## src/rtl/dtls_pkg.sv

```systemverilog
// Shared types and character codes for the decimal token line summer.
`default_nettype none

package dtls_pkg;

  localparam int unsigned SumW   = 64;
  localparam int unsigned ByteW  = 8;
  localparam int unsigned StatW  = 2;

  // Line status codes reported with each result item
  typedef enum logic [StatW-1:0] {
    ST_OK      = 2'd0,
    ST_INVALID = 2'd1,
    ST_NONE    = 2'd2,
    ST_EMPTY   = 2'd3
  } line_status_t;

  // Parse phase of the current line
  typedef enum logic [2:0] {
    PH_START  = 3'd0,
    PH_SKIP   = 3'd1,
    PH_SIGN   = 3'd2,
    PH_DIGITS = 3'd3,
    PH_DONE   = 3'd4
  } parse_phase_t;

  // Character codes
  localparam logic [ByteW-1:0] CH_NUL   = 8'h00;
  localparam logic [ByteW-1:0] CH_TAB   = 8'h09;
  localparam logic [ByteW-1:0] CH_LF    = 8'h0A;
  localparam logic [ByteW-1:0] CH_CR    = 8'h0D;
  localparam logic [ByteW-1:0] CH_SPACE = 8'h20;
  localparam logic [ByteW-1:0] CH_PLUS  = 8'h2B;
  localparam logic [ByteW-1:0] CH_COMMA = 8'h2C;
  localparam logic [ByteW-1:0] CH_MINUS = 8'h2D;
  localparam logic [ByteW-1:0] CH_DOT   = 8'h2E;
  localparam logic [ByteW-1:0] CH_ZERO  = 8'h30;
  localparam logic [ByteW-1:0] CH_NINE  = 8'h39;

endpackage : dtls_pkg

`default_nettype wire

```

## src/rtl/decimal_token_line_summer.sv

```systemverilog
// Top level: byte-serial decimal token parser that sums the signed tokens of a line.
`default_nettype none

// Accepts one text byte per cycle, every cycle, for as long as the result side
// keeps up. Each byte updates the parse state in a single pass: a token digit
// costs one multiply-by-ten (two shifts and an add) and a token end costs one
// 64-bit add into the running sum. The NUL byte closes the line and loads the
// output register, so its result item appears in the cycle after the NUL is
// taken; a held result stalls the input only when a new byte arrives while
// the output register is still full and not being taken. Signed token values
// are accumulated directly (a negative token counts down), so all sums wrap
// modulo 2^64. line_sum is zero unless line_status reports ok.
module decimal_token_line_summer
  import dtls_pkg::*;
(
  input  wire logic              clk,
  input  wire logic              rst_n,
  // Input channel
  input  wire logic              in_tvalid,
  output logic                   in_tready,
  input  wire logic [ByteW-1:0]  in_tdata,   // [7:0] text_byte
  // Result channel
  output logic                   out_tvalid,
  input  wire logic              out_tready,
  output logic [SumW-1:0]        out_tdata,  // [63:0] line_sum
  output logic [StatW-1:0]       out_tuser   // [1:0] line_status
);

  // State registers
  parse_phase_t         phase_r,   phase_nxt;
  logic                 neg_r,     neg_nxt;
  logic [SumW-1:0]      tok_r,     tok_nxt;
  logic [SumW-1:0]      sum_r,     sum_nxt;
  logic                 found_r,   found_nxt;
  line_status_t         pend_r,    pend_nxt;

  // Result register
  logic                 out_valid_r;
  line_status_t         out_status_r, out_status_nxt;
  logic [SumW-1:0]      out_sum_r,    out_sum_nxt;

  logic                 in_acc;
  logic                 out_acc;
  logic [ByteW-1:0]     b;
  logic                 is_digit, is_blank, is_sign, is_sep;
  logic [3:0]           dig;
  logic [SumW-1:0]      dig_ext, dig_signed, tok_mac, sum_commit;
  logic                 end_found;
  logic [SumW-1:0]      end_sum;

  assign in_tready = !out_valid_r || out_tready;
  assign in_acc    = in_tvalid && in_tready;
  assign out_acc   = out_valid_r && out_tready;

  // Classify the incoming byte
  assign b        = in_tdata;
  assign is_digit = (b >= CH_ZERO) && (b <= CH_NINE);
  assign is_blank = (b == CH_SPACE) || (b == CH_TAB) || (b == CH_CR);
  assign is_sign  = (b == CH_PLUS) || (b == CH_MINUS);
  assign is_sep   = (b == CH_DOT) || (b == CH_COMMA);
  assign dig      = 4'(b - CH_ZERO);
  assign dig_ext  = {{(SumW-4){1'b0}}, dig};

  // Signed digit and token accumulate: tok*10 +/- digit
  assign dig_signed = neg_r ? (SumW'(0) - dig_ext) : dig_ext;
  assign tok_mac    = (tok_r << 3) + (tok_r << 1) + dig_signed;
  assign sum_commit = sum_r + tok_r;

  // Closing values when the line ends
  assign end_found = found_r || (phase_r == PH_DIGITS);
  assign end_sum   = (phase_r == PH_DIGITS) ? sum_commit : sum_r;

  // Next parse state for one accepted byte
  always_comb begin
    phase_nxt      = phase_r;
    neg_nxt        = neg_r;
    tok_nxt        = tok_r;
    sum_nxt        = sum_r;
    found_nxt      = found_r;
    pend_nxt       = pend_r;
    out_status_nxt = out_status_r;
    out_sum_nxt    = out_sum_r;

    if (b == CH_NUL) begin
      // Close the line and return to line start
      if (phase_r == PH_START) begin
        out_status_nxt = ST_EMPTY;
        out_sum_nxt    = '0;
      end else if (pend_r != ST_OK) begin
        out_status_nxt = pend_r;
        out_sum_nxt    = '0;
      end else if (end_found) begin
        out_status_nxt = ST_OK;
        out_sum_nxt    = end_sum;
      end else begin
        out_status_nxt = ST_NONE;
        out_sum_nxt    = '0;
      end
      phase_nxt = PH_START;
      neg_nxt   = 1'b0;
      tok_nxt   = '0;
      sum_nxt   = '0;
      found_nxt = 1'b0;
      pend_nxt  = ST_OK;
    end else begin
      case (phase_r)
        PH_START, PH_SKIP, PH_DIGITS: begin
          if (phase_r == PH_START && b == CH_LF) begin
            pend_nxt  = ST_EMPTY;
            phase_nxt = PH_DONE;
          end else if (phase_r == PH_DIGITS && is_digit) begin
            tok_nxt = tok_mac;
          end else if (phase_r == PH_DIGITS && is_sep) begin
            pend_nxt  = ST_INVALID;
            phase_nxt = PH_DONE;
          end else begin
            // Commit a finished token, then treat the byte as between tokens
            if (phase_r == PH_DIGITS) begin
              sum_nxt   = sum_commit;
              found_nxt = 1'b1;
              tok_nxt   = '0;
              neg_nxt   = 1'b0;
            end
            if (is_blank) begin
              phase_nxt = PH_SKIP;
            end else if (is_sign) begin
              neg_nxt   = (b == CH_MINUS);
              tok_nxt   = '0;
              phase_nxt = PH_SIGN;
            end else if (is_digit) begin
              neg_nxt   = 1'b0;
              tok_nxt   = dig_ext;
              phase_nxt = PH_DIGITS;
            end else begin
              phase_nxt = PH_DONE;
            end
          end
        end
        PH_SIGN: begin
          if (is_digit) begin
            tok_nxt   = dig_signed;
            phase_nxt = PH_DIGITS;
          end else begin
            phase_nxt = PH_DONE;
          end
        end
        default: begin
          phase_nxt = PH_DONE;
        end
      endcase
    end
  end

  // Hold state and the result register
  always_ff @(posedge clk) begin
    if (!rst_n) begin
      phase_r     <= PH_START;
      neg_r       <= 1'b0;
      tok_r       <= '0;
      sum_r       <= '0;
      found_r     <= 1'b0;
      pend_r      <= ST_OK;
      out_valid_r <= 1'b0;
    end else begin
      if (in_acc) begin
        phase_r <= phase_nxt;
        neg_r   <= neg_nxt;
        tok_r   <= tok_nxt;
        sum_r   <= sum_nxt;
        found_r <= found_nxt;
        pend_r  <= pend_nxt;
      end
      if (in_acc && b == CH_NUL) begin
        out_valid_r <= 1'b1;
      end else if (out_acc) begin
        out_valid_r <= 1'b0;
      end
    end
  end

  // Result payload, loaded on the line end
  always_ff @(posedge clk) begin
    if (in_acc && b == CH_NUL) begin
      out_status_r <= out_status_nxt;
      out_sum_r    <= out_sum_nxt;
    end
  end

  assign out_tvalid = out_valid_r;
  assign out_tdata  = out_sum_r;
  assign out_tuser  = out_status_r;

  // Line end always returns the parser to a clean line start
  a_line_reset: assert property (@(posedge clk) disable iff (!rst_n)
    (in_acc && b == CH_NUL) |=> (phase_r == PH_START && sum_r == '0 && !found_r))
    else $error("parser state not cleared after line end");

  // A failed line reports a zero sum
  a_zero_sum: assert property (@(posedge clk) disable iff (!rst_n)
    (out_valid_r && out_status_r != ST_OK) |-> (out_sum_r == '0))
    else $error("non-zero sum with failing status");

  // A decided failure status only stands once parsing is over
  a_pend_done: assert property (@(posedge clk) disable iff (!rst_n)
    (pend_r != ST_OK) |-> (phase_r == PH_DONE))
    else $error("pending status set while still parsing");

  // No partial token lingers between tokens
  a_tok_clear: assert property (@(posedge clk) disable iff (!rst_n)
    (phase_r == PH_START || phase_r == PH_SKIP) |-> (tok_r == '0 && !neg_r))
    else $error("stale token value between tokens");

  // Nothing is counted before the line has started
  a_found_start: assert property (@(posedge clk) disable iff (!rst_n)
    (phase_r == PH_START) |-> (!found_r && sum_r == '0))
    else $error("token counted at line start");

endmodule : decimal_token_line_summer

`default_nettype wire

```

## config.mk

```make
export PLATFORM = sky130hd
export DESIGN_NAME = decimal_token_line_summer
export DESIGN_NICKNAME = d
export VERILOG_FILES = /design/src/rtl/dtls_pkg.sv /design/src/rtl/decimal_token_line_summer.sv
export SDC_FILE = /design/constraint.sdc
export NUM_CORES = 1
export LEC_CHECK = 0
export BUFFER_PORTS_ARGS = -buffer_cell sky130_fd_sc_hd__buf_2
export CAP_MARGIN = 20
export CELL_PAD_IN_SITES_DETAIL_PLACEMENT = 0
export CELL_PAD_IN_SITES_GLOBAL_PLACEMENT = 2
export CORE_MARGIN = 4
export CORE_UTILIZATION = 39
export CTS_BUF_LIST = sky130_fd_sc_hd__clkbuf_16
export DETAILED_ROUTE_END_ITERATION = 8
export PLACE_DENSITY_LB_ADDON = 0.1
export SYNTH_ARGS = -nofsm -noshare
export SYNTH_HDL_FRONTEND = slang
export SYNTH_SLANG_ARGS = --single-unit
export TNS_END_PERCENT = 1
```

## constraint.sdc

```tcl
create_clock -name clk -period 7.4 [get_ports clk]
set_input_delay 0.74 -clock clk [delete_from_list [all_inputs] [get_ports clk]]
set_output_delay 0.74 -clock clk [all_outputs]
set_load 0.05 [all_outputs]
```

Word-level counts from Yosys, hierarchy flattened
Cells that the tools add are included.
Cells by class
  add/subtract/negate cells: 5
  multipliers: 0
  div/mod/pow operators: 0
  order comparisons: 2
  equal/unequal tests: 19
  shifts and indexed selects: 0
  multiplexer cells: 49
  bitwise logic cells: 1
  reductions and logical operators: 30
Operators with widths (number)
  64-bit 2-to-1 mux: 16
  64-bit adder: 3
  64-bit one-hot mux with 2 select lines: 1
  8-bit by 6-bit equality test with 1-bit output, second input constant: 5
  8-bit by 4-bit equality test with 1-bit output, second input constant: 3
  3-bit 2-to-1 mux: 7
  1-bit 2-to-1 mux: 17
  2-bit 2-to-1 mux: 7
  5-bit AND reduction: 2
  8-bit by 6-bit >= comparator with 1-bit output, second input constant: 1
  8-bit by 6-bit less-or-equal comparator with 1-bit output, second input constant: 1
  8-bit logical NOT: 1
  4-bit != test, second input constant: 2
  2-bit nonzero test: 4
  1-bit logical AND: 7
  3-bit by 2-bit equality test with 1-bit output, second input constant: 2
  1-bit logical OR: 6
  2-bit by 1-bit != test with 1-bit output, second input constant: 3
  3-bit != test, second input constant: 2
  3-bit one-hot mux with 2 select lines: 1
  6-bit AND reduction: 1
  3-bit nonzero test: 2
  3-bit OR reduction: 2
  1-bit by 4-bit subtractor with 5-bit output, first input constant: 1
  8 further kinds: 9
Word-level totals
  flip-flop bits (word level): 202
  latch bits: 0
  bits in writable memories: 0
  memory bits (read-only): 0
  input bits: 12
  word-level logic and storage cells: 115
  memories: 0

Depth between registers and ports, before layout
Gate-level depths: netlist of the first run.
  depth in word-level cells: 10
  depth in mapped cells: 18

Worst setup path before layout of the first run
OpenSTA, ideal clock, no wires.
  path type: in2reg
  from: in in_tdata[0]
  to: reg tok_r[59]
  library setup time: 0.126 ns
  data arrival time: 5.941 ns
  required time: 7.274 ns
  slack: 1.333 ns
  stages on the path: 16
  path buffers: 0
  cells stage by stage: inv_1 ha_1 nand2_1 and2_1 fa_1 ha_1 a21oi_1 nor2b_1 a41oi_1 a31oi_1 a21oi_1 o31ai_2 a311oi_1 o21ai_0 mux2i_1 o21ai_1
On the way
  word-level cells in the longest chain between the ends: 10
  elaborated cells on any way between the ends: 37
Ends and longest elaborated chain
  start, declared: line decimal_token_line_summer.sv:21  | input wire logic [ByteW-1:0] in_tdata,
  branches (longest 10 deep; another with 64-bit adder)
  end signal, assigned: line decimal_token_line_summer.sv:168  | tok_r <= tok_nxt;
  end, declared: line decimal_token_line_summer.sv:32  | logic [SumW-1:0] tok_r, tok_nxt;
Parallel ways; which one is timed is not known. The select of a mux whose other input is x is not followed.
A chain may end at the register's enable or synchronous reset.

Worst setup path after layout of the first run
  from: in in_tdata[1]
  to: reg tok_r[58]
Same word-level chain as after synthesis.

==> parameters.txt, run 1 <==
Parameter                              Value

Synth
  Synthesized netlist cell count ... 2111
  Most frequent cell after synthesis ... sky130_fd_sc_hd__a21oi_1
  Cell area after synthesis ... 0.0173 sq mm
  Sequential fraction of the synthesis area ... 27.2%
  Number of enable-type register cells in the synthesized netlist ... 66
  Commonest cells in the synthesized netlist ... 246 x sky130_fd_sc_hd__a21oi_1, 232 x sky130_fd_sc_hd__nand2_1, 197 x sky130_fd_sc_hd__nor2_1
  Top flip-flop cell by instance count after synthesis ... sky130_fd_sc_hd__dfxtp_1
  Flip-flop and latch count after synthesis ... 202
  Main area contributors after synthesis ... sky130_fd_sc_hd__dfxtp_1 16%, sky130_fd_sc_hd__edfxtp_1 11%, sky130_fd_sc_hd__ha_1 9.4%, sky130_fd_sc_hd__fa_1 7.2%, sky130_fd_sc_hd__a21oi_1 7.1%
  Average size of a mapped cell ... 8.20 sq um
  Synthesized netlist net count ... 2315
  Share of the synthesized area in the top cell type ... 15.7%
  Synth async-reset ratio ... 0%
  Warnings from Yosys ... 0
  Number of library cell types mapped by synthesis ... 90
  Cell accounting for the most synthesized area ... sky130_fd_sc_hd__dfxtp_1

Timing
  Final setup violation count ... 0
  Setup Skew ... 0.0178 ns
  Final-report max-slew violation count ... 0
  Slew at the pin with the worst max-slew slack ... 1.07 ns
  Ratio of final minimum period to clock period ... 70.1%
  Final sum of negative setup slack ... 0 ns
  Max Freq ... 193 MHz
  Min Clock Period, post-route ... 5.19 ns
  Setup repair after global routing missed its margin ... false
  Total count of hold-check failures in the final report ... 0
  Hold WS ... 0.469 ns
  Headroom to the max-slew limit ... 28.1%

Clock tree
  Buffers from clock root to sink, at most ... 3
  H-tree levels ... 1
  Master cell of the clock root buffer ... sky130_fd_sc_hd__clkbuf_16
  Hold buffer count at cts ... 0
  Clock tree from TritonCTS ... built
  Post-CTS setup repair buffer count ... 0
  Number of gates resized after CTS ... 0
  Worst-Skew Late Latency ... 0.56 ns
  TritonCTS Sinks ... 202
  Number of buffers created by CTS ... 25
  CTS clk-pin slew, worst paths ... 0.06 ns

Floorplanning
  Number of ports placed on the die boundary ... 80
  Vertical die dimension ... 219 um
  Overall die area ... 0.0478 sq mm
  Starting density of the core ... 39.8%
  Die width ... 219 um
  Core region area ... 0.0435 sq mm
  Rows ... 76

Layout
  Total area of sequential cells ... 0.00470 sq mm
  Layout cells sized above 1 ... 8.38%
  NumNets Final ... 2310
  Number of filler instances in the final layout ... 4481
  Multi-input logic area ... 0.0119 sq mm
  Post-route cell area ... 0.0188 sq mm
  Synthesis-to-finish area growth ... 8.79%

Routing
  Mean routed wirelength per cell ... 22.1 um
  DRC violations left ... 0
  Total wire length after detailed routing ... 59900 um
  Drt first-iter violations ... 1498
  DRT antenna net count ... 0
  Avg Vias per Cell ... 5.94
  Iteration count of the initial detailed-routing pass ... 5
  Total vias in the final route ... 16100

Outcome
  Outcome ... finished clean

Place
  Final weighted congestion in routability-driven placement ... 0.922
  Input/output buffers ... 79
  Placed cell area ... 0.0180 sq mm
  Detailed placer's ending HPWL ... 45300 um

Power
  Static leakage power ... 0.00791 uW
  Max rail drop VDD ... 0.165 mV
  Total power density per cell area ... 130 mW/mm^2

Setup path
  Sort of element at the start of the critical path ... input pin
  Endpoint type of the worst setup path ... register
  Highest net fanout along the worst path ... 40
  Crit path arrival time ... 5.63 ns
  Worst Setup Path Type ... input pin to register
  Worst EP required ... 7.84 ns

Job
  Number of max-cap violations ... 0

Global route
  Global Route Usage Sum ... 24.7%
  Number of global-route vias before repair ... 15400
  First-pass GRT wire length ... 92900 um
  Pin count of the biggest net entering global routing ... 66
  Residual overflow from global routing ... 0
  Number of antenna violations at the first check in global routing ... 1

Hold path
  Class of the tightest hold or removal check ... register to register
[worst max-delay path, stage by stage]
cell and delay (ns):
sky130_fd_sc_hd__buf_2 0.13, sky130_fd_sc_hd__inv_1 0.08, sky130_fd_sc_hd__ha_1 0.23, sky130_fd_sc_hd__nand2_1 0.13
sky130_fd_sc_hd__and2_4 0.40, sky130_fd_sc_hd__buf_4 0.64, sky130_fd_sc_hd__fa_1 0.54, sky130_fd_sc_hd__ha_1 0.43
sky130_fd_sc_hd__a211oi_1 0.45, sky130_fd_sc_hd__nor2_1 0.11, sky130_fd_sc_hd__a2111oi_2 0.55, sky130_fd_sc_hd__a2111o_1 0.25
sky130_fd_sc_hd__a21oi_1 0.08, sky130_fd_sc_hd__o21ai_2 0.13, sky130_fd_sc_hd__o21a_1 0.26, sky130_fd_sc_hd__xnor2_1 0.09
sky130_fd_sc_hd__a221oi_1 0.26, sky130_fd_sc_hd__nor2_1 0.08
[final cells by class]
cell class / count / share of cell area [%]
diodes: 1 / 0.0133
clock buffers: 26 / 3.45
clock inverters: 19 / 0.704
inverters: 42 / 0.837
multi-input cells: 1740 / 63.4
flip-flops and latches: 202 / 25.0
well taps: 585 / 3.89
repair buffers: 95 / 2.74
[placed cells by master, fill, tap and decap left out, drive strengths merged, types with 12 or more instances in the layout]
| cell type | n |
|---|---|
| a21oi | 247 |
| nand2 | 234 |
| nor2 | 198 |
| o21ai | 174 |
| dfxtp | 136 |
| ha | 130 |
| buf | 95 |
| a21o | 79 |
| xnor2 | 67 |
| edfxtp | 66 |
| fa | 62 |
| nand4 | 56 |
| inv | 53 |
| xor2 | 50 |
| nand3 | 44 |
| a22oi | 38 |
| a211oi | 28 |
| nor3 | 28 |
| clkbuf | 26 |
| a31oi | 24 |
| o21bai | 23 |
| and2 | 19 |
| o211ai | 18 |
| o21a | 15 |
| nand2b | 15 |
| o31ai | 15 |
| or3 | 13 |
| nor2b | 12 |
| a221oi | 12 |
[logic make-up after synthesis]
kind of cell    Yosys count  share of synthesized area (%)
compound gates          765                           28.2
simple gates            658                           17.6
flops                   202                           27.2
fa+ha+maj               192                           16.6
buf+inv                 169                           4.04
xor+xnor                117                           5.92
mux                       8                          0.463
[flip-flops by register name, indices dropped and copies added (netlist names)]
register / cells
out_tdata: 64
sum_r: 64
tok_r: 64
phase_r: 3
out_tuser: 2
pend_r: 2
found_r: 1
neg_r: 1
out_tvalid: 1
[routing by layer]
layer | wire [um] | part of all wire (%) | global-route usage, %
met1 | 30600 | 51 | 39.1
met2 | 24600 | 41 | 35.6
met3 | 3380 | 5.6 | 2.67
met4 | 1380 | 2.3 | 5.90
met5 | 13 | 0.022 | 0
[power breakdown]
group          total, uW  internal, uW  switching (uW)  leakage [uW]
logic               85.0          22.1            62.9       0.00569
clock network       1220           698             517      0.000425
registers           1140          1140            4.31       0.00179
[per-stage QoR]
stage | instances | worst slack (ns) | utilization, % | total power, uW
after global placement | 2664 | 1.85 | 41.5 | 1250
after detailed placement | 2664 | 1.78 | 41.5 | 1250
after floorplan | 2111 | 1.33 | - | 1220
after global routing | 2709 | 1.92 | 43.3 | 2520
final | 2710 | 2.21 | 43.3 | 2440
after CTS | 2709 | 2.34 | 43.3 | 2470
[worst paths after layout]
path / from / endpoint / slack, ns / cells after the start
worst max-delay path: in_tdata[1] / tok_r[58] / 2.21 / 18
worst min-delay path: sum_r[58] / sum_r[58] / 0.47 / 2
worst max register to register: neg_r / tok_r[58] / 2.53 / 14
worst min register to register: sum_r[58] / sum_r[58] / 0.47 / 2
Note: power is estimated with default switching activity, not from simulation.
==> inputs of run 2 (changes only) <==
Clock period 7.4 ns to 5.4 ns, I/O delays scaled along.
==> parameters.txt, run 2 (synthesis gave the netlist of run 1 again) <==
Parameter                              Value

Timing
  Slew at the pin with the worst max-slew slack ... 0.964 ns (-0.111 ns)
  Ratio of final minimum period to clock period ... 85.7%
  Headroom to the max-slew limit ... 35.7% (+7.6 points)
  Min Clock Period, post-route ... 4.63 ns
  Worst Setup Slack, final ... 0.774 ns (-1.44 ns)
  Final sum of negative setup slack ... 0 ns (unchanged)
  Final-report max-slew violation count ... 0 (unchanged)
  Max Freq ... 216 MHz
  Total count of hold-check failures in the final report ... 0 (unchanged)
  Setup Skew ... 0.0201 ns (+0.00232 ns)
  Final setup violation count ... 0 (unchanged)
  Setup repair after global routing missed its margin ... false

Layout
  Synthesis-to-finish area growth ... 9.89%
  Multi-input logic area ... 0.0119 sq mm (unchanged)
  Number of filler instances in the final layout ... 4391 (-2.0%)
  NumNets Final ... 2323 (+0.56%)
  Total area of sequential cells ... 0.00470 sq mm (unchanged)
  Highest-count cells in the layout ignoring fill and taps ... 246 x sky130_fd_sc_hd__a21oi_1, 232 x sky130_fd_sc_hd__nand2_1, 197 x sky130_fd_sc_hd__nor2_1, 144 x sky130_fd_sc_hd__o21ai_0, 136 x sky130_fd_sc_hd__dfxtp_1
  Inserted Diodes ... 0 (-1)
  Layout cells sized above 1 ... 9.17% (+0.79 points)
  Most frequent standard cell in the layout excluding fill and tap cells ... sky130_fd_sc_hd__a21oi_1

Routing
  Avg Vias per Cell ... 5.90 (-0.73%)
  Iteration count of the initial detailed-routing pass ... 6 (+1)
  Total vias in the final route ... 16000 (-0.29%)
  Mean routed wirelength per cell ... 21.7 um (-1.9%)
  DRC violations left ... 0 (unchanged)
  DRT antenna net count ... 0 (unchanged)
  Drt first-iter violations ... 1226 (-18%)
  Total wire length after detailed routing ... 59000 um (-1.5%)

Clock tree
  Worst-Skew Late Latency ... 0.54 ns (-0.02 ns)
  Clock tree from TritonCTS ... built
  Number of buffers created by CTS ... 25 (unchanged)
  Hold buffer count at cts ... 0 (unchanged)
  TritonCTS Sinks ... 202 (unchanged)
  Post-CTS setup repair buffer count ... 0 (unchanged)
  CTS clk-pin slew, worst paths ... 0.07 ns (about the same)
  Master cell of the clock root buffer ... sky130_fd_sc_hd__clkbuf_16
  Buffers from clock root to sink, at most ... 3 (unchanged)
  H-tree levels ... 1 (unchanged)
  Number of gates resized after CTS ... 0 (unchanged)

Setup path
  Setup slack of the most critical reg-to-reg path ... 0.89 ns (-1.64 ns)
  Stage delay of the slowest cell on the critical path ... 0.51 ns (-0.13 ns)
  Crit-path cells ... buf_2, inv_1, ha_1, nand2_1, and2_4, buf_4, fa_1, ha_1, a21oi_1, o21ai_1, a2111oi_2, a2111o_1, a21oi_1, o21ai_2, o21a_1, xnor2_1, a221oi_1, nor2_1
  Worst EP required ... 5.82 ns (-2.02 ns)
  Sort of element at the start of the critical path ... input pin
  Highest net fanout along the worst path ... 30 (-25%)
  Terminus of the critical flop-to-flop path ... tok_r[58]
  Slowest cell on the critical path ... sky130_fd_sc_hd__a2111oi_2
  Endpoint type of the worst setup path ... register
  Worst Setup Path Type ... input pin to register
  Crit path arrival time ... 5.04 ns (-0.59 ns)
  Sum of buffers and inverters on the critical path ... 3 (unchanged)
  Category of cells accounting for the largest share of critical-path delay ... compound AO/OA/AOI/OAI gates
  RR Startpoint ... neg_r
  Reg2reg path depth ... 14 (unchanged)

Place
  Input/output buffers ... 79 (unchanged)
  Post-place setup slack ... 0.270 ns (-1.51 ns)
  Detailed placer's ending HPWL ... 45500 um (+0.36%)
  Final weighted congestion in routability-driven placement ... 0.908 (-1.5%)

Floorplanning
  Overall die area ... 0.0478 sq mm (unchanged)
  Number of ports placed on the die boundary ... 80 (unchanged)
  Rows ... 76 (unchanged)
  Starting density of the core ... 39.8% (unchanged)
  Core region area ... 0.0435 sq mm (unchanged)
  Die width ... 219 um (unchanged)
  Vertical die dimension ... 219 um (unchanged)

Hold path
  Hold wc startpoint ... in_tdata[0]
  Worst Hold Path Cells ... 3 (+1)
  Class of the tightest hold or removal check ... input pin to register
  Hold Crit Endpoint ... tok_r[0]

Global route
  Met1 GRT Util ... 38.8% (-0.28 points)
  Most utilized layer in the global route result ... met1
  Number of antenna violations at the first check in global routing ... 0 (-1)
  GR Layer Usage met3 ... 1.77% (-0.90 points)
  Met2 track utilization from global routing ... 35.8% (+0.26 points)
  Global Route Usage Sum ... 24.3% (-0.39 points)
  Pin count of the biggest net entering global routing ... 66 (unchanged)
  Number of global-route vias before repair ... 15200 (-0.77%)
  First-pass GRT wire length ... 91700 um (-1.3%)
  Residual overflow from global routing ... 0 (unchanged)

Power
  Max rail drop VDD ... 0.172 mV (+4.4%)
  Static leakage power ... 0.00798 uW (+0.86%)
  Total power density per cell area ... 184 mW/mm^2 (+42%)

Outcome
  Outcome ... finished clean

Job
  Number of max-cap violations ... 0 (unchanged)
run 2: where the power goes:
group          switching (uW)  internal (uW)  leakage (uW)
logic                    84.3           31.1       0.00576
registers                5.91           1560       0.00179
clock network             693           1120      0.000427
run 2: worst register-to-register path, stage by stage, from the launching register on:
cell and delay [ns]:
sky130_fd_sc_hd__dfxtp_1 0.44, sky130_fd_sc_hd__and2_4 0.53, sky130_fd_sc_hd__buf_4 0.48, sky130_fd_sc_hd__fa_1 0.50
sky130_fd_sc_hd__ha_1 0.40, sky130_fd_sc_hd__a21oi_1 0.22, sky130_fd_sc_hd__o21ai_1 0.14, sky130_fd_sc_hd__a2111oi_2 0.51
sky130_fd_sc_hd__a2111o_1 0.25, sky130_fd_sc_hd__a21oi_1 0.09, sky130_fd_sc_hd__o21ai_2 0.13, sky130_fd_sc_hd__o21a_1 0.26
sky130_fd_sc_hd__xnor2_1 0.09, sky130_fd_sc_hd__a221oi_1 0.27, sky130_fd_sc_hd__nor2_1 0.08
run 2: area by class of cell:
| cell class | instances | area share [%] |
|---|---|---|
| clock buffers | 25 | 3.29 |
| clock inverters | 20 | 1.31 |
| multi-input cells | 1740 | 62.8 |
| repair buffers | 108 | 3.24 |
| flip-flops and latches | 202 | 24.7 |
| inverters | 42 | 0.829 |
| well taps | 585 | 3.85 |
run 2: per-layer routing:
metal	share of wire, %	wire length, um	vias up
met5	0	0	-
met4	1.7	1020	0
met3	4.9	2910	56
met2	41	24400	409
met1	52	30700	7796
li1	-	-	7786
run 2: worst max-delay path by stage:
| stage | start | endpoint | slack, ns | depth (start not counted) |
|---|---|---|---|---|
| final | in_tdata[0] | tok_r[58] | 0.77 | 18 |
| after CTS | in_tdata[0] | tok_r[58] | 0.81 | 18 |
| after floorplan | in_tdata[0] | tok_r[59] | 0.48 | 16 |
| after global routing | in_tdata[0] | tok_r[58] | 0.43 | 18 |
| after global placement | in_tdata[0] | tok_r[58] | 0.37 | 18 |
| after detailed placement | in_tdata[0] | tok_r[58] | 0.27 | 18 |
run 2: per-stage QoR:
| step | util (%) | cells | hold slack (ns) | total power (uW) | cell area (sq um) |
|---|---|---|---|---|---|
| finish | 43.8 | 2722 | 0.351 | 3500 | 19000 |
| global route | 43.8 | 2722 | 0.343 | 3610 | 19000 |
| detailed placement | 41.8 | 2677 | 0.465 | 1720 | 18100 |
| floorplan | - | 2111 | 0.443 | 1670 | 17300 |
| CTS | 43.8 | 2722 | 0.322 | 3540 | 19000 |
| global placement | 41.7 | 2676 | 0.459 | 1710 | 18100 |
